==> src/rtl/e2q_pkg.sv <==
// Shared constants, types and tables for the Euler angle to quaternion core.
`timescale 1ns / 1ps

package e2q_pkg;

    // Iteration count of the rotation and the number actually built.
    localparam int CORDIC_STEPS = 16;
    localparam int ATAN_ENTRIES = 24;
    localparam int STEPS = (CORDIC_STEPS < ATAN_ENTRIES) ? CORDIC_STEPS : ATAN_ENTRIES;

    // Field and datapath widths.
    localparam int AW = 16;   // input angle
    localparam int QW = 16;   // output component
    localparam int XW = 34;   // CORDIC x and y, Q2.30 with headroom
    localparam int ZW = 33;   // CORDIC residual angle, binary angle units
    localparam int TW = 22;   // sine and cosine in Q20
    localparam int PW = 2 * TW;
    localparam int SW = PW + 1;
    localparam int SH_W = 5;

    // Angle conversion: degrees Q7 to half-angle binary units is mag * 2^21 / 45.
    localparam int DIV_45 = 45;
    localparam logic [16:0] RECIP_45 = 17'd93207;   // ceil(2^22 / 45)
    localparam int RECIP_SHIFT = 22;
    localparam int REM_W = 21;
    localparam int HALF_RND = 22;

    typedef logic [DIV_45-1:0][REM_W-1:0] rem_tab_t;

    // Remainder table: floor((r * 2^21 + 22) / 45) for r below 45.
    function automatic rem_tab_t rem_tab_init();
        rem_tab_t t;
        longint v;
        for (int r = 0; r < DIV_45; r++) begin
            v = (longint'(r) << 21) + HALF_RND;
            t[r] = REM_W'(v / DIV_45);
        end
        return t;
    endfunction

    localparam rem_tab_t REM_TAB = rem_tab_init();

    localparam logic signed [XW-1:0] CORDIC_GAIN = XW'(34'sh026DD3B6A);
    localparam logic signed [ZW-1:0] QUARTER_TURN = ZW'(33'sh040000000);
    localparam logic signed [ZW-1:0] HALF_TURN = ZW'(33'sh080000000);

    localparam logic [31:0] ATAN_BAM [0:ATAN_ENTRIES-1] = '{
        32'h20000000, 32'h12E4051E, 32'h09FB385B, 32'h051111D4,
        32'h028B0D43, 32'h0145D7E1, 32'h00A2F61E, 32'h00517C55,
        32'h0028BE53, 32'h00145F2F, 32'h000A2F98, 32'h000517CC,
        32'h00028BE6, 32'h000145F3, 32'h0000A2FA, 32'h0000517D,
        32'h000028BE, 32'h0000145F, 32'h00000A30, 32'h00000518,
        32'h0000028C, 32'h00000146, 32'h000000A3, 32'h00000051
    };

    // Pipeline depth: angle prep, one cell per step, then five product stages.
    localparam int LAT = 3 + STEPS + 5;

    localparam logic signed [QW-1:0] SAT_HI = 16'sd32767;
    localparam logic signed [QW-1:0] SAT_LO = -16'sd32767;

    // Round a Q40 sum to Q15 and saturate.
    function automatic logic signed [QW-1:0] round_sat(input logic signed [SW-1:0] s);
        logic signed [SW-1:0] t;
        logic signed [19:0] q;
        t = s + SW'(1 << 24);
        q = t[SW-1:25];
        if (q > 20'(SAT_HI))
            return SAT_HI;
        else if (q < 20'(SAT_LO))
            return SAT_LO;
        else
            return q[QW-1:0];
    endfunction

endpackage

==> src/rtl/e2q_angle_prep.sv <==
// Converts one angle in degrees to a folded half-angle in binary angle units.
`timescale 1ns / 1ps

module e2q_angle_prep (
    input  logic                             clk,
    input  logic                             en,
    input  logic signed [e2q_pkg::AW-1:0]    angle,
    output logic signed [e2q_pkg::ZW-1:0]    z,
    output logic                             flip
);

    logic [16:0]                    mag;
    logic [16:0]                    mag_reg;
    logic [33:0]                    prod_reg;
    logic                           neg1_reg;
    logic [9:0]                     quo;
    logic [16:0]                    rem_full;
    logic [5:0]                     rem;
    logic [30:0]                    zmag_next;
    logic [30:0]                    zmag_reg;
    logic                           neg2_reg;
    logic signed [e2q_pkg::ZW-1:0]  zs;
    logic signed [e2q_pkg::ZW-1:0]  z_next;
    logic                           flip_next;
    logic signed [e2q_pkg::ZW-1:0]  z_reg;
    logic                           flip_reg;

    // Magnitude and reciprocal product for the division by 45.
    assign mag = angle[e2q_pkg::AW-1] ? 17'(-{angle[e2q_pkg::AW-1], angle})
                                      : 17'({1'b0, angle});

    always_ff @(posedge clk)
    begin
        if (en)
        begin
            mag_reg  <= mag;
            prod_reg <= 34'(mag * e2q_pkg::RECIP_45);
            neg1_reg <= angle[e2q_pkg::AW-1];
        end
    end

    // Quotient, remainder and the scaled half-angle magnitude.
    assign quo = prod_reg[e2q_pkg::RECIP_SHIFT +: 10];
    assign rem_full = mag_reg - 17'(quo * 6'd45);
    assign rem = rem_full[5:0];
    assign zmag_next = {quo, 21'b0} + 31'(e2q_pkg::REM_TAB[rem]);

    always_ff @(posedge clk)
    begin
        if (en)
        begin
            zmag_reg <= zmag_next;
            neg2_reg <= neg1_reg;
        end
    end

    // Reapply the sign and fold into plus or minus 90 degrees.
    assign zs = neg2_reg ? -e2q_pkg::ZW'({2'b0, zmag_reg}) : e2q_pkg::ZW'({2'b0, zmag_reg});

    always_comb
    begin
        z_next = zs;
        flip_next = 1'b0;
        if (zs > e2q_pkg::QUARTER_TURN)
        begin
            z_next = zs - e2q_pkg::HALF_TURN;
            flip_next = 1'b1;
        end
        else if (zs < -e2q_pkg::QUARTER_TURN)
        begin
            z_next = zs + e2q_pkg::HALF_TURN;
            flip_next = 1'b1;
        end
    end

    always_ff @(posedge clk)
    begin
        if (en)
        begin
            z_reg    <= z_next;
            flip_reg <= flip_next;
        end
    end

    assign z = z_reg;
    assign flip = flip_reg;

endmodule

==> config.mk <==
export PLATFORM = sky130hd
export DESIGN_NAME = e2q_angle_prep
export DESIGN_NICKNAME = d
export VERILOG_FILES = /design/src/rtl/e2q_pkg.sv /design/src/rtl/e2q_angle_prep.sv
export SDC_FILE = /design/constraint.sdc
export NUM_CORES = 1
export LEC_CHECK = 0
export BUFFER_PORTS_ARGS = -buffer_cell sky130_fd_sc_hd__buf_2
export CORE_ASPECT_RATIO = 1.75
export CORE_MARGIN = 4
export CORE_UTILIZATION = 52
export DETAILED_ROUTE_END_ITERATION = 7
export PLACE_DENSITY = 0.82
export SETUP_SLACK_MARGIN = 0.02
export SKIP_CTS_REPAIR_TIMING = 1
export SYNTH_ARGS = -nofsm -noshare
export SYNTH_HDL_FRONTEND = slang
export SYNTH_SLANG_ARGS = --single-unit
==> constraint.sdc <==
create_clock -name clk -period 6.2 [get_ports clk]
set_input_delay 0 -clock clk [delete_from_list [all_inputs] [get_ports clk]]
set_output_delay 0 -clock clk [all_outputs]
set_load 0.01 [all_outputs]
Word-level counts from Yosys, hierarchy flattened:

Memory sizes are Yosys's and may differ from the RTL's.
Cells that the tools add are included.

* $add $sub $neg: 6
* $mul: 2
* magnitude comparators: 3
* mux-type cells: 6

Operators with widths (count)
* 33-bit two-way mux: 3
* 33-bit adder (second input constant): 1
* 33-bit by 32-bit > comparator with 1-bit output (second input constant): 1
* 33-bit by 31-bit < comparator with 1-bit output (second input constant): 1
* 31-bit negation with 33-bit output: 1
* 33-bit subtractor (second input constant): 1
* 17-bit by 17-bit multiplier with 32-bit output (second input constant): 1
* 31-bit by 21-bit adder with 31-bit output: 1
* 21-bit two-way mux: 1
* 17-bit two-way mux: 1
* 17-bit negation: 1
* 10-bit by 6-bit multiplier with 6-bit output (second input constant): 1
* 6-bit by 7-bit < comparator with 1-bit output (second input constant): 1
* 6-bit subtractor: 1
* 1-bit two-way mux: 1

* register bits: 105
* memory bits (read-only): 1344
* input port bits: 18
* output and inout bits: 34
* word-level logic and storage cells: 25
* memories: 1

Memories
* (name not given): words 64, width 21, rd ports 1, clocked after Yosys merged registers in 0, write ports 0, RTL line e2q_angle_prep.sv:46 `assign zmag_next = {quo, 21'b0} + 31'(e2q_pkg::REM_TAB[rem]);`

Longest topological paths before layout:

* depth in word-level cells: 5
* mapped depth: 25
* gate-level depth less buffers: 25

Least setup slack after synthesis:

No wires, ideal clock.

* path type: input port to flip-flop
* start: input port angle[1] (netlist name)
* end: register prod_reg[29] (data pin)
* library setup time: 0.269 ns
* data arrival time: 6.396 ns
* data required time: 5.931 ns
* path slack: -0.466 ns
* stages on the path: 25
* buffers on the path: 0
* path through: inv_1 -> ha_1 -> or3b_2 -> o31ai_1 -> xor2_1 -> inv_1 -> ha_1 -> inv_1 -> fa_1 -> fa_1 -> inv_1 -> fa_1 -> inv_1 -> fa_1 -> fa_1 -> inv_1 -> ha_1 -> and3_1 -> o21a_1 -> a311oi_1 -> o221ai_1 -> a31oi_1 -> o21bai_1 -> a2111oi_0 -> nor3_1

* longest elaborated chain between the ends: 3

RTL lines
* start: declaration: RTL line e2q_angle_prep.sv:7 `input logic signed [e2q_pkg::AW-1:0] angle,`
* 17-bit negation: RTL line e2q_angle_prep.sv:29 `assign mag = angle[e2q_pkg::AW-1] ? 17'(-{angle[e2q_pkg::AW-1], angle})`
* 17-bit two-way mux *: RTL line e2q_angle_prep.sv:29
* 17-bit by 17-bit multiplier with 32-bit output *: RTL line e2q_angle_prep.sv:37 `prod_reg <= 34'(mag * e2q_pkg::RECIP_45);`
* end signal: assignment: RTL line e2q_angle_prep.sv:37
* end: declaration: RTL line e2q_angle_prep.sv:14 `logic [33:0] prod_reg;`

Mark *: on every way between the ends. The rest lies on a longest branch, timed or not.
A chain may end at the register's enable or synchronous reset.

Final worst setup path:

Same ends and word-level chain as after synthesis.

==> results_dict.tcl <==
set metrics [dict create \
    dp_slack_ns -0.290 \
    die_height_um 189 \
    synth_area_per_cell_sq_um 9.77 \
    cp_slowest_stage_delay_ns 0.54 \
    layout-drive-gt1-share_pct 17.8 \
    cp_data_arrival_time_ns 6.15 \
    whs_ns 0.108 \
    yosys-top-cells-area "edfxtp_1, ha_1, fa_1" \
    hold_class "input port to flip-flop" \
    antenna_found_initial 0 \
    netlist_area_sq_mm 0.00975 \
    fin_ws_ns 0.125 \
    clk_pin_slew_ns 0.06 \
    start_util_pct 52.7 \
    cts_max_path_buffers 2 \
    syn-instance-count 998 \
    finish.instance_area_sq_mm 0.0113 \
    fillCellCount 1488 \
    end_kind "flip-flop" \
    synth_common_cells "inv_1, ha_1, fa_1, edfxtp_1, xnor2_1" \
    largest_register_ffs 33 \
    min_period_over_period_pct 98.0 \
    pin_count 52 \
    grt_max_degree 80 \
    yosysMostFrequentCell "inv_1" \
    critPathBufInv 7 \
    root_buffer "clkbuf_16" \
    cts_buffers 9 \
    startpoint_type "input port" \
    ys_seq_area_share_pct 24.3 \
    synthToLayoutAreaGrowth_pct 16.1 \
    dieArea_sq_mm 0.0211 \
    required_ns 6.27 \
    synth-main-ff-cell "edfxtp_1" \
    finalCriticalPeriod_ns 6.08 \
    synth_top_area_share_pct 24.3 \
    antennaDiodeCount 0 \
    drc_errors 0 \
    finalSetupViolCount 0 \
    cts_tree "yes" \
    cpMostUsedCell "fa_2" \
    synth_cell_types 62 \
    overflow 0 \
    final-max-slew-violation-count 0 \
    ys.warnings.count 0 \
    multi_input_area_sq_mm 0.00664 \
    clk_latency_ns 0.33 \
    dpl.hpwl_um 19600 \
    clock-sinks 79 \
    grt_pass1_vias 8028 \
    status "finished, final reports clean" \
    final_nets 1369 \
    synth_top_cell_by_area "edfxtp_1" \
    synth-compound-area-share_pct 12.1 \
    rows 66 \
    port_buffers 51 \
    path_class "input port to flip-flop" \
    drtPass1Iterations 6 \
    yosys.area_share.simple_pct 8.52 \
    cp_max_fo 4 \
    regArea_sq_mm 0.00237 \
    worst_pin_slew_ns 0.981 \
    path_delay_family "adder cells" \
    ant_nets 0 \
    cts_htree_levels 3 \
    synth_edf_count 79 \
    yosys_register_bits 79 \
    cap_violations 0 \
    synth_fa_ha_area_share_pct 36.9 \
    grt_use_total_pct 22.6 \
    coreArea_sq_mm 0.0185 \
    synth_top_family_by_area "adder cells" \
    wirelength_um 23500 \
    vias 7639 \
    via_per_inst 5.63 \
    grt_pass1_wl_um 37900 \
    hold_violations 0 \
    wire_per_inst_um 17.3 \
    place_congestion 1.01 \
    synth_xor_area_share_pct 7.01 \
    muxShareOfSynthArea_pct 1.18 \
    place_area_sq_mm 0.0109 \
    drtIter0Drc 385 \
    die_width_um 112 \
    fmaxAchievable_mhz 165 \
    final_util_pct 61.2 \
    slowest_stage "fa_2" \
    max-slew-margin-rel_pct 34.6 \
    rsz0062_at_grt "yes" \
    postSynth.asyncResetShare_pct 0 \
    finClkSkew_ns 0.00719 \
]
==> worst paths after layout <==
| check | from | to | slack, ns | cells after the start |
|---|---|---|---|---|
| max | angle[1] | prod_reg[29] | 0.12 | 26 |
| min | angle[15] | neg1_reg | 0.11 | 1 |
| max reg2reg | prod_reg[22] | zmag_reg[15] | 2.30 | 11 |
| min reg2reg | neg1_reg | neg2_reg | 0.43 | 0 |
==> cell usage in the layout, fill, tap and decap left out, types with 10 or more instances in the layout <==
master    instances
nand3_1          10
buf_2            49
ha_1            144
xnor2_1          61
fa_1             82
buf_4            79
o21ai_0          42
a21oi_1          39
edfxtp_1         79
xor2_1           11
nor2_1           30
nand2_1          56
o31ai_1          10
a21o_1           10
a31oi_1          11
inv_1           217
==> per-layer routing <==
layer	share of wire [%]	GRT usage, %
met2	57	45.5
met1	30	19.1
met4	10	18.4
met5	0	0
met3	3.5	2.49
==> logic make-up (layout without fill, tap and decap cells) <==
group	after synthesis	in the layout
AO/OA/AOI/OAI	178	178
XOR/XNOR	78	78
adder cells (fa/ha/maj)	236	236
buffers and inverters	253	371
flip-flops	79	79
multiplexers	11	11
other	2	6
AND/OR/NAND/NOR	161	161
==> cell type report <==
type / instances / share of cell area [%]
Clock buffer: 11 / 2.06
Clock inverter: 5 / 0.718
Inverter: 227 / 7.59
Multi-Input combinational cell: 670 / 58.6
Sequential cell: 79 / 21.0
Tap cell: 238 / 2.63
Timing Repair Buffer: 128 / 7.40
==> worst register-to-register path, cell delays in order (launching register included) <==
cell and delay (ns):
edfxtp_1 0.53, inv_1 0.09, ha_1 0.20, ha_1 0.32, fa_1 0.93, inv_1 0.32, ha_1 0.38, nand2_1 0.07
o21ai_0 0.15, a21oi_1 0.28, a22oi_1 0.11, mux2_2 0.27
==> metrics by stage <==
step / cells / TNS, ns
after global placement: 1342 / -0.290
final: 1358 / 0
after global routing: 1358 / -0.248
after floorplan: 1002 / 0
after CTS: 1358 / 0
after detailed placement: 1342 / -1.04
Power is left out: the tool's default activity adds up to more than one toggle a clock period on the data nets, which glitch-free logic cannot reach.
