<file path="src/rtl/e2q_pkg.sv">
// Shared constants, types and tables for the Euler angle to quaternion core.
`timescale 1ns / 1ps

package e2q_pkg;

    // Iteration count of the rotation and the number actually built.
    localparam int CORDIC_STEPS = 16;
    localparam int ATAN_ENTRIES = 24;
    localparam int STEPS = (CORDIC_STEPS < ATAN_ENTRIES) ? CORDIC_STEPS : ATAN_ENTRIES;

    // Field and datapath widths.
    localparam int AW = 16;   // input angle
    localparam int QW = 16;   // output component
    localparam int XW = 34;   // CORDIC x and y, Q2.30 with headroom
    localparam int ZW = 33;   // CORDIC residual angle, binary angle units
    localparam int TW = 22;   // sine and cosine in Q20
    localparam int PW = 2 * TW;
    localparam int SW = PW + 1;
    localparam int SH_W = 5;

    // Angle conversion: degrees Q7 to half-angle binary units is mag * 2^21 / 45.
    localparam int DIV_45 = 45;
    localparam logic [16:0] RECIP_45 = 17'd93207;   // ceil(2^22 / 45)
    localparam int RECIP_SHIFT = 22;
    localparam int REM_W = 21;
    localparam int HALF_RND = 22;

    typedef logic [DIV_45-1:0][REM_W-1:0] rem_tab_t;

    // Remainder table: floor((r * 2^21 + 22) / 45) for r below 45.
    function automatic rem_tab_t rem_tab_init();
        rem_tab_t t;
        longint v;
        for (int r = 0; r < DIV_45; r++) begin
            v = (longint'(r) << 21) + HALF_RND;
            t[r] = REM_W'(v / DIV_45);
        end
        return t;
    endfunction

    localparam rem_tab_t REM_TAB = rem_tab_init();

    localparam logic signed [XW-1:0] CORDIC_GAIN = XW'(34'sh026DD3B6A);
    localparam logic signed [ZW-1:0] QUARTER_TURN = ZW'(33'sh040000000);
    localparam logic signed [ZW-1:0] HALF_TURN = ZW'(33'sh080000000);

    localparam logic [31:0] ATAN_BAM [0:ATAN_ENTRIES-1] = '{
        32'h20000000, 32'h12E4051E, 32'h09FB385B, 32'h051111D4,
        32'h028B0D43, 32'h0145D7E1, 32'h00A2F61E, 32'h00517C55,
        32'h0028BE53, 32'h00145F2F, 32'h000A2F98, 32'h000517CC,
        32'h00028BE6, 32'h000145F3, 32'h0000A2FA, 32'h0000517D,
        32'h000028BE, 32'h0000145F, 32'h00000A30, 32'h00000518,
        32'h0000028C, 32'h00000146, 32'h000000A3, 32'h00000051
    };

    // Pipeline depth: angle prep, one cell per step, then five product stages.
    localparam int LAT = 3 + STEPS + 5;

    localparam logic signed [QW-1:0] SAT_HI = 16'sd32767;
    localparam logic signed [QW-1:0] SAT_LO = -16'sd32767;

    // Round a Q40 sum to Q15 and saturate.
    function automatic logic signed [QW-1:0] round_sat(input logic signed [SW-1:0] s);
        logic signed [SW-1:0] t;
        logic signed [19:0] q;
        t = s + SW'(1 << 24);
        q = t[SW-1:25];
        if (q > 20'(SAT_HI))
            return SAT_HI;
        else if (q < 20'(SAT_LO))
            return SAT_LO;
        else
            return q[QW-1:0];
    endfunction

endpackage

</file>
<file path="src/rtl/e2q_cordic_cell.sv">
// One rotation step of the CORDIC chain.
`timescale 1ns / 1ps

module e2q_cordic_cell (
    input  logic                               clk,
    input  logic                               en,
    input  logic [e2q_pkg::SH_W-1:0]           shamt,
    input  logic [31:0]                        atan,
    input  logic signed [e2q_pkg::XW-1:0]      x_in,
    input  logic signed [e2q_pkg::XW-1:0]      y_in,
    input  logic signed [e2q_pkg::ZW-1:0]      z_in,
    input  logic                               flip_in,
    output logic signed [e2q_pkg::XW-1:0]      x_out,
    output logic signed [e2q_pkg::XW-1:0]      y_out,
    output logic signed [e2q_pkg::ZW-1:0]      z_out,
    output logic                               flip_out
);

    logic signed [e2q_pkg::XW-1:0] dx;
    logic signed [e2q_pkg::XW-1:0] dy;
    logic signed [e2q_pkg::ZW-1:0] da;
    logic signed [e2q_pkg::XW-1:0] x_reg;
    logic signed [e2q_pkg::XW-1:0] y_reg;
    logic signed [e2q_pkg::ZW-1:0] z_reg;
    logic                          flip_reg;

    assign dx = y_in >>> shamt;
    assign dy = x_in >>> shamt;
    assign da = e2q_pkg::ZW'({1'b0, atan});

    // Rotate toward a zero residual; a non-negative residual turns positive.
    always_ff @(posedge clk)
    begin
        if (en)
        begin
            if (!z_in[e2q_pkg::ZW-1])
            begin
                x_reg <= x_in - dx;
                y_reg <= y_in + dy;
                z_reg <= z_in - da;
            end
            else
            begin
                x_reg <= x_in + dx;
                y_reg <= y_in - dy;
                z_reg <= z_in + da;
            end
            flip_reg <= flip_in;
        end
    end

    assign x_out = x_reg;
    assign y_out = y_reg;
    assign z_out = z_reg;
    assign flip_out = flip_reg;

endmodule

</file>
<file path="config.mk">
export PLATFORM = sky130hd
export DESIGN_NAME = e2q_cordic_cell
export DESIGN_NICKNAME = d
export VERILOG_FILES = /design/src/rtl/e2q_pkg.sv /design/src/rtl/e2q_cordic_cell.sv
export SDC_FILE = /design/constraint.sdc
export NUM_CORES = 1
export LEC_CHECK = 0
export BUFFER_PORTS_ARGS = -buffer_cell sky130_fd_sc_hd__buf_2
export CAP_MARGIN = 10
export CORE_MARGIN = 3
export CORE_UTILIZATION = 29
export DETAILED_ROUTE_END_ITERATION = 16
export GPL_TIMING_DRIVEN = 0
export PLACE_DENSITY_LB_ADDON = 0.1
export SETUP_SLACK_MARGIN = 0.1
export SLEW_MARGIN = 5
export SYNTH_ARGS = -nofsm -noshare
export SYNTH_HDL_FRONTEND = slang
export SYNTH_SLANG_ARGS = --single-unit
export TNS_END_PERCENT = 100
</file>
<file path="constraint.sdc">
create_clock -name clk -period 5.2 [get_ports clk]
set_clock_uncertainty 0.05 [all_clocks]
set_input_delay 0.52 -clock clk [delete_from_list [all_inputs] [get_ports clk]]
set_output_delay 0.52 -clock clk [all_outputs]
set_load 0.02 [all_outputs]
</file>
# == After elaboration in Yosys (flattened, before gate mapping) ==
# Index checks and enable logic that the tools add are counted.
# word_totals
register_bits,102
input_bits,141
out_inout_bits,102
word_cells,15
# classes
n_addsub,6
shift,2
mux,3
# op_table
op,count
$add 34x34->34,2
$mux 34,2
$sshr 34x5->34,2
$sub 34x34->34,2
$add 33x33->33,1
$mux 33,1
$sub 33x33->33,1

# == Depth between registers and ports, before layout ==
# Gate-level depths: netlist of run 1.
# logic_depth
ltp_word,3
mapped_depth,26
ltp_nobuf,23

# == Worst setup path after synthesis of run 1 ==
# No wires, ideal clock.
# synth_timing
path_type,input to register
start,input shamt[0] in the netlist's numbering
end,"register y_reg, in the netlist y_out[33] (data pin)"
setup_time_ps,264
t_arrival_ps,5398
t_required_ps,4886
setup_slack_ps,-511
path_stages,21
path_buffers,2
cell_sequence,buf_2 -> buf_6 -> mux4_2 -> mux4_2 -> mux2i_2 -> ha_1 -> nor4b_2 -> nand4_2 -> nor4_4 -> nand3_1 -> mux2i_1 -> o21a_1 -> ha_1 -> a21o_1 -> a21o_1 -> a21oi_1 -> o21ai_0 -> or3_1 -> o22a_1 -> a211oi_1 -> xnor2_1
# synth_between
elab_chain_cells,3
word_cells_on_any_way,4
classes_between,add/sub: 2; shift: 1; mux: 1
# synth_rtl
item,line_no,text
from (decl),e2q_cordic_cell.sv:7,"input logic [e2q_pkg::SH_W-1:0] shamt,"
$sshr 34x5->34 *,e2q_cordic_cell.sv:28,assign dy = x_in >>> shamt;
$add 34x34->34 or $sub 34x34->34 (tied branches),"e2q_cordic_cell.sv:39, e2q_cordic_cell.sv:45",
$mux 34 *,e2q_cordic_cell.sv:36,if (!z_in[e2q_pkg::ZW-1])
to (signal assigned),e2q_cordic_cell.sv:39,y_reg <= y_in + dy;
to (signal assigned),e2q_cordic_cell.sv:45,y_reg <= y_in - dy;
to (decl),e2q_cordic_cell.sv:23,logic signed [e2q_pkg::XW-1:0] y_reg;
# Mark *: on every way between the ends. The rest lies on a longest branch, timed or not.
# A chain may end at the register's enable or synchronous reset.

# == Worst setup path after layout of run 1 ==
# layout_timing
start,input shamt[1] in the netlist's numbering
end,"register x_reg, in the netlist x_out[31] (data pin)"
# layout_between
elab_chain_cells,3
word_cells_on_any_way,4
classes_between,add/sub: 2; shift: 1; mux: 1
# layout_rtl
item,line_no,text
$sshr 34x5->34 *,e2q_cordic_cell.sv:27,assign dx = y_in >>> shamt;
$sub 34x34->34 or $add 34x34->34 (tied branches),"e2q_cordic_cell.sv:38, e2q_cordic_cell.sv:44",
$mux 34 *,e2q_cordic_cell.sv:36,
to (signal assigned),e2q_cordic_cell.sv:38,x_reg <= x_in - dx;
to (signal assigned),e2q_cordic_cell.sv:44,x_reg <= x_in + dx;
to (decl),e2q_cordic_cell.sv:22,logic signed [e2q_pkg::XW-1:0] x_reg;
# Marked as above.

==> results.cfg, run 1 <==
[status]
status = complete, but fails checks
violations = setup timing

[route]
via_per_inst = 5.894
first_iter_violations = 1346
wirelength_um = 80070
drc_errors = 0
vias = 16610
wl_per_cell_um = 28.41
ant_nets = 0
first_pass_iters = 5

[floorplanning]
fp.dieW_um = 237.6
start_util = 0.2948
io_pins = 243
core_mm2 = 0.05276
dieArea_mm2 = 0.05644
die_height_um = 237.6
num_rows = 84

[cts]
cts_buffers = 9
clk_pin_slew_ns = 0.09
cts_tree = yes
h-tree-depth = 3
cts_hold_buf = 0
clockBufferDepth = 2
root_buffer = clkbuf_16
cts.sink_count = 102

[power]
switchingPower_mw = 2.515
max-vdd-ir-drop_v = 0.0001712
p_int_mw = 3.078
finalPower_mw = 5.593
clock_power_share = 0.137
p_seq_frac = 0.227
swShare = 0.4497
power.density_mw_per_mm2 = 265.0
p_comb_frac = 0.636
p_leak_nw = 8.553

[yosys]
synth_area_mm2 = 0.01555
ys_seq_area_frac = 0.1969
synthSimpleGateAreaFrac = 0.1634
yosys_warnings = 0
async_flop_share = 0
synth-edff-count = 102
synth-xor-area-share = 0.09574
syn-num-nets = 1953
synth_top_family_by_area = compound AO/OA/AOI/OAI gates
synth_cells = 1708
synth_adder_area_share = 0.08512
ys_ff_latch = 102
synth_compound_area_frac = 0.2168
ys_types = 92
synth-main-ff-cell = edfxtp_1
synth.area.mux_share = 0.1973
synth_area_per_cell_um2 = 9.106

[place]
place_hpwl_um = 61880
port_buffers = 239
placed_cell_area_mm2 = 0.01784
finalWeightedCongestion = 1.002

[timing]
worstMarginPinSlew_ns = 1.250
rsz0062_at_grt = yes
fmax_mhz = 186.6
setup_ws_ns = -0.1585
slew_violations = 0
setup_viol = 14
min_period_ns = 5.359
finalHoldViolations = 0
slew_headroom = 0.1667
fin_crit_sh = 1.030

[hold_path]
hold_class = input pin to register

[cells_and_area]
drive_above_1_share = 0.3865
syn_to_final_growth_pct = 35.70
nFillCells = 5366
seqCellArea_mm2 = 0.003063
layout.nets = 2367
final_core_util = 0.4000
multi_input_area_mm2 = 0.01313
fin_area_mm2 = 0.02111

[global_route]
grt_pass1_wl_um = 114500
globalRouteOverflowTotal = 0
grt_util_all_layers = 0.2757
antenna_found_initial = 0
grt_max_degree = 62
grt_pass1_vias = 16820

[worst_setup_path]
critPathArrivalTime_ns = 5.46
critPathCapture = x_out[31]
endpoint_kind = register
cp-startpoint = shamt[1]
start_kind = input pin
required_ns = 5.30
critPathKind = input pin to register
crit_fanout = 7

[run]
cap_violations = 0
[area by class of cell]
class / instances / share of cell area
clock inverter: 7 / 0.003735
tap: 688 / 0.04079
timing repair buffer: 405 / 0.1259
clock buffer: 9 / 0.01067
sequential: 102 / 0.1451
inverter: 54 / 0.009841
buffer: 84 / 0.04168
antenna: 3 / 0.0003557
multi-input combinational: 1466 / 0.6219
[worst min-delay path by stage]
stage | start | to | slack [ns] | cells after the start
after floorplan | flip_in | flip_out | 0.57 | 0
after global placement | flip_in | flip_out | 0.65 | 1
after detailed placement | flip_in | flip_out | 0.65 | 1
after CTS | flip_in | flip_out | 0.22 | 1
after global routing | flip_in | flip_out | 0.23 | 1
final | flip_in | flip_out | 0.24 | 1
[cells in the mapped netlist (7+ instances only)]
cell type / n / area (um2)
o211ai_1: 10 / 75.07
a31oi_1: 32 / 200.2
and3_1: 26 / 162.7
o31ai_1: 8 / 60.06
a22oi_1: 13 / 97.59
and2_1: 17 / 106.4
nand2_1: 131 / 491.7
o21ai_0: 60 / 300.3
mux2_2: 23 / 259.0
a31o_2: 7 / 61.31
buf_4: 12 / 90.09
a21o_1: 45 / 337.8
buf_1: 10 / 37.54
o22ai_1: 24 / 150.1
a221oi_1: 7 / 61.31
mux4_2: 89 / 2004
ha_1: 101 / 1264
a211oi_1: 18 / 135.1
nor2_1: 137 / 514.2
o21bai_1: 17 / 127.6
xor2_1: 73 / 639.4
buf_6: 12 / 135.1
nand2b_1: 24 / 150.1
nor3_1: 40 / 200.2
inv_1: 49 / 183.9
nor4_1: 9 / 56.30
clkbuf_1: 32 / 120.1
a21oi_1: 129 / 645.6
nand3_1: 38 / 190.2
buf_2: 19 / 95.09
mux2i_1: 79 / 790.8
or2_2: 10 / 62.56
nor2b_1: 26 / 162.7
o221ai_1: 7 / 61.31
or3_1: 13 / 81.33
xnor2_1: 97 / 849.6
edfxtp_1: 102 / 3063
o21a_1: 29 / 217.7
[state kept, by name, indices dropped and copies added (netlist names)]
name,cells
flip_out,1
z_out,33
y_out,34
x_out,34
[cell families after synthesis]
family	after synthesis
buffers and inverters	140
flip-flops	102
XOR/XNOR	170
multiplexers	192
AND/OR/NAND/NOR	506
AO/OA/AOI/OAI	494
adder cells (fa/ha/maj)	104
[worst max-delay path: stages]
cell and delay (ns):
buf_16 0.13, buf_12 0.14, buf_4 0.14, nor2_2 0.31
mux2i_1 0.52, o21ai_0 0.33, a21oi_2 0.44, and3_2 0.41
and4bb_2 0.35, nor2b_1 0.18, a31oi_1 0.11, xor2_1 0.21
ha_1 0.39, nand4_1 0.20, o221a_2 0.37, o311ai_0 0.13
o221a_4 0.29, buf_4 0.11, a21oi_2 0.04, xnor2_1 0.12
[per-layer routing]
metal / routed length (um) / global-route usage
met1: 33240 / 0.3505
met2: 37790 / 0.4630
met3: 5070 / 0.03782
met4: 3976 / 0.1327
met5: 0 / 0
[what timing repair did]
action / 4_1_cts / 5_1_grt
gates resized for setup: 281 / 85
endpoints found under the setup margin: 54 / 33
pin swaps: 117 / 75
cloned: 3 / 1
buffers inserted: 128 / 31
[cells in the final DEF (no fill, tap or decap), types with 45 or more instances in the layout]
| cell | n |
|---|---|
| a21o_1 | 45 |
| buf_2 | 241 |
| nor2_1 | 125 |
| xnor2_1 | 90 |
| ha_1 | 84 |
| mux2i_1 | 63 |
| a21oi_1 | 106 |
| edfxtp_1 | 102 |
| buf_4 | 155 |
| inv_1 | 49 |
| xor2_1 | 68 |
| nand2_1 | 122 |
| mux4_2 | 89 |
[metrics by stage]
step                setup WS [ns]  hold slack (ns)  setup TNS [ns]  std cells
floorplan                -0.07876           0.5689         -0.1368       1708
global placement           -2.280           0.6469          -88.49       2635
detailed placement         -2.172           0.6500          -81.04       2638
CTS                      -0.06719           0.2164         -0.2374       2784
global route              -0.2490           0.2289          -3.137       2815
finish                    -0.1585           0.2387          -1.051       2818
[power groups by stage]
stage / sequential, mW / clock [mW] / combinational, mW
2_1_floorplan: 1.58 / 0 / 1.73
3_3_place_gp: 1.29 / 0 / 2.99
3_5_place_dp: 1.29 / 0 / 2.98
4_1_cts: 1.27 / 0.807 / 3.40
5_1_grt: 1.29 / 0.823 / 3.81
6_report: 1.27 / 0.768 / 3.56
No activity file was read; power rests on OpenSTA's default activity.
==> run 2: changes to the inputs <==
--- a/config.mk
+++ b/config.mk
@@ -12,7 +12,6 @@
 export DETAILED_ROUTE_END_ITERATION = 16
 export GPL_TIMING_DRIVEN = 0
 export PLACE_DENSITY_LB_ADDON = 0.1
-export SETUP_SLACK_MARGIN = 0.1
 export SLEW_MARGIN = 5
 export SYNTH_ARGS = -nofsm -noshare
 export SYNTH_HDL_FRONTEND = slang
==> run 2 against run 1 <==
  * First-iteration DRC count fell by 1.9%
  * The run still ends with setup timing left
  * Critical endpoint is now y_out[33]
  * Wire length down 2.1%
  * Setup slack improved by 0.031 ns
  * Power is 0.74% higher
  * Largest power group unchanged
  * Design area decreased by 0.41%
  * Critical path depth rose by 1
==> results.cfg, run 2 (synthesis results as in run 1) <==
[timing]
slew_headroom = 0.1850
rsz0062_at_grt = yes
worstMarginPinSlew_ns = 1.223
finalHoldViolations = 0
whs_ns = 0.2347
min_period_ns = 5.328
setup_viol = 12
slew_violations = 0
fin_crit_sh = 1.025
setup_ws_ns = -0.1277
fmax_mhz = 187.7

[worst_setup_path]
path_cells = buf_16 > buf_12 > buf_4 > nor2_1 > mux2_2 > mux4_2 > a21oi_1 > nand2b_1 > nor4_4 > buf_6 > nor3_1 > a311oi_2 > ha_2 > o21a_1 > o21a_1 > nor2_1 > a211oi_1 > o21a_1 > o22a_4 > a211oi_4 > xnor2_1
endpoint_kind = register
start_kind = input pin
cpMaxStageDelayCell = mux4_2
crit_path_frequent_cell = o21a_1
critPathKind = input pin to register
critPathArrivalTime_ns = 5.44
crit_fanout = 8
cpPeakStageDelay_ns = 0.54
required_ns = 5.31

[global_route]
antenna_found_initial = 1
grt_pass1_vias = 16450
grt_max_degree = 65
grt_util_all_layers = 0.2684
grt_pass1_wl_um = 111200
globalRouteOverflowTotal = 0

[power]
max-vdd-ir-drop_v = 0.0001921
finalPower_mw = 5.634
power.density_mw_per_mm2 = 268.1
p_leak_nw = 8.540

[cts]
cts_hold_buf = 0
clk_pin_slew_ns = 0.08
root_buffer = clkbuf_16
cts_buffers = 9
cts_tree = yes
clockBufferDepth = 2
h-tree-depth = 3
cts.sink_count = 102

[route]
wl_per_cell_um = 27.95
via_per_inst = 5.890
vias = 16520
ant_nets = 0
drc_errors = 0
first_iter_violations = 1320
first_pass_iters = 5
wirelength_um = 78410

[status]
status = complete, but fails checks
violations = setup timing

[cells_and_area]
mostFrequentLayoutCell = buf_2
drive_above_1_share = 0.3757
final_core_util = 0.3984
final_cell_mix = buf_2, buf_4, nor2_1
syn_to_final_growth_pct = 35.14
layout.nets = 2356
fin_area_mm2 = 0.02102

[place]
place_hpwl_um = 60620
placed_cell_area_mm2 = 0.01780
finalWeightedCongestion = 0.9923
post-place-ws_ns = -2.135
port_buffers = 239

[floorplanning]
io_pins = 243
start_util = 0.2948
fp.dieW_um = 237.6
num_rows = 84
dieArea_mm2 = 0.05644
die_height_um = 237.6
core_mm2 = 0.05276

[run]
cap_violations = 0

[hold_path]
hold_class = input pin to register
run 2: cell types whose count changed in the layout (fill, tap and decap cells not counted), moves of 4 or more:
cell	previous run	this run
mux2i_2	5	9
ha_1	84	88
buf_12	22	26
nor2_2	9	4
a31oi_2	5	1
buf_4	155	143
ha_2	8	4
o21ai_1	12	7
a21oi_2	20	16
o21ai_0	41	47
run 2: path summary, 6_finish.rpt:
| kind | to | start | slack (ns) | cells past startpoint |
|---|---|---|---|---|
| setup / recovery | y_out[33] | shamt[1] | -0.13 | 21 |
| hold / removal | flip_out | flip_in | 0.23 | 1 |
run 2: critical path, delay by kind of cell:
kind	cells	cell delay [ns]
mux	2	0.95
simple gates	5	1.18
buf+inv	4	0.58
fa+ha+maj	1	0.37
xor+xnor	1	0.09
compound gates	8	1.73
run 2: layout make-up:
type | instances | area, um2
diodes | 1 | 2.502
clock inverters | 6 | 92.59
clock buffers | 10 | 229.0
well taps | 688 | 860.8
flip-flops and latches | 102 | 3063
fillers | 5355 | 31740
inverters | 54 | 206.4
repair buffers | 395 | 2609
multi-input cells | 1466 | 13090
plain buffers | 83 | 862.1
run 2: where the power goes:
part | leakage (nW) | switching, mW | internal [mW]
clock network | 0.155 | 0.391 | 0.427
registers | 0.999 | 0.0507 | 1.22
logic | 7.39 | 2.07 | 1.48
total | 8.54 | 2.52 | 3.12
run 2: stage by stage:
stage	TNS, ns	std cells
after CTS	-0.9314	2750
after detailed placement	-72.63	2636
final	-0.6476	2805
after floorplan	-0.1725	1708
after global routing	-3.307	2804
after global placement	-74.42	2635
run 2: layer usage:
layer  vias up  global-route usage  wire length (um)
met3       184             0.03852              4828
met5         -                   0                18
met1      8193              0.3427             33030
met4         2              0.1320              4355
met2       727              0.4463             36180
li1       7416                   -                 -
run 2: timing repair:
action,CTS,global route
endpoints found under the setup margin,53,28
buffers inserted,99,54
pin swaps,83,79
hold endpoints to repair,0,0
resized for setup,224,130
cloned,2,0
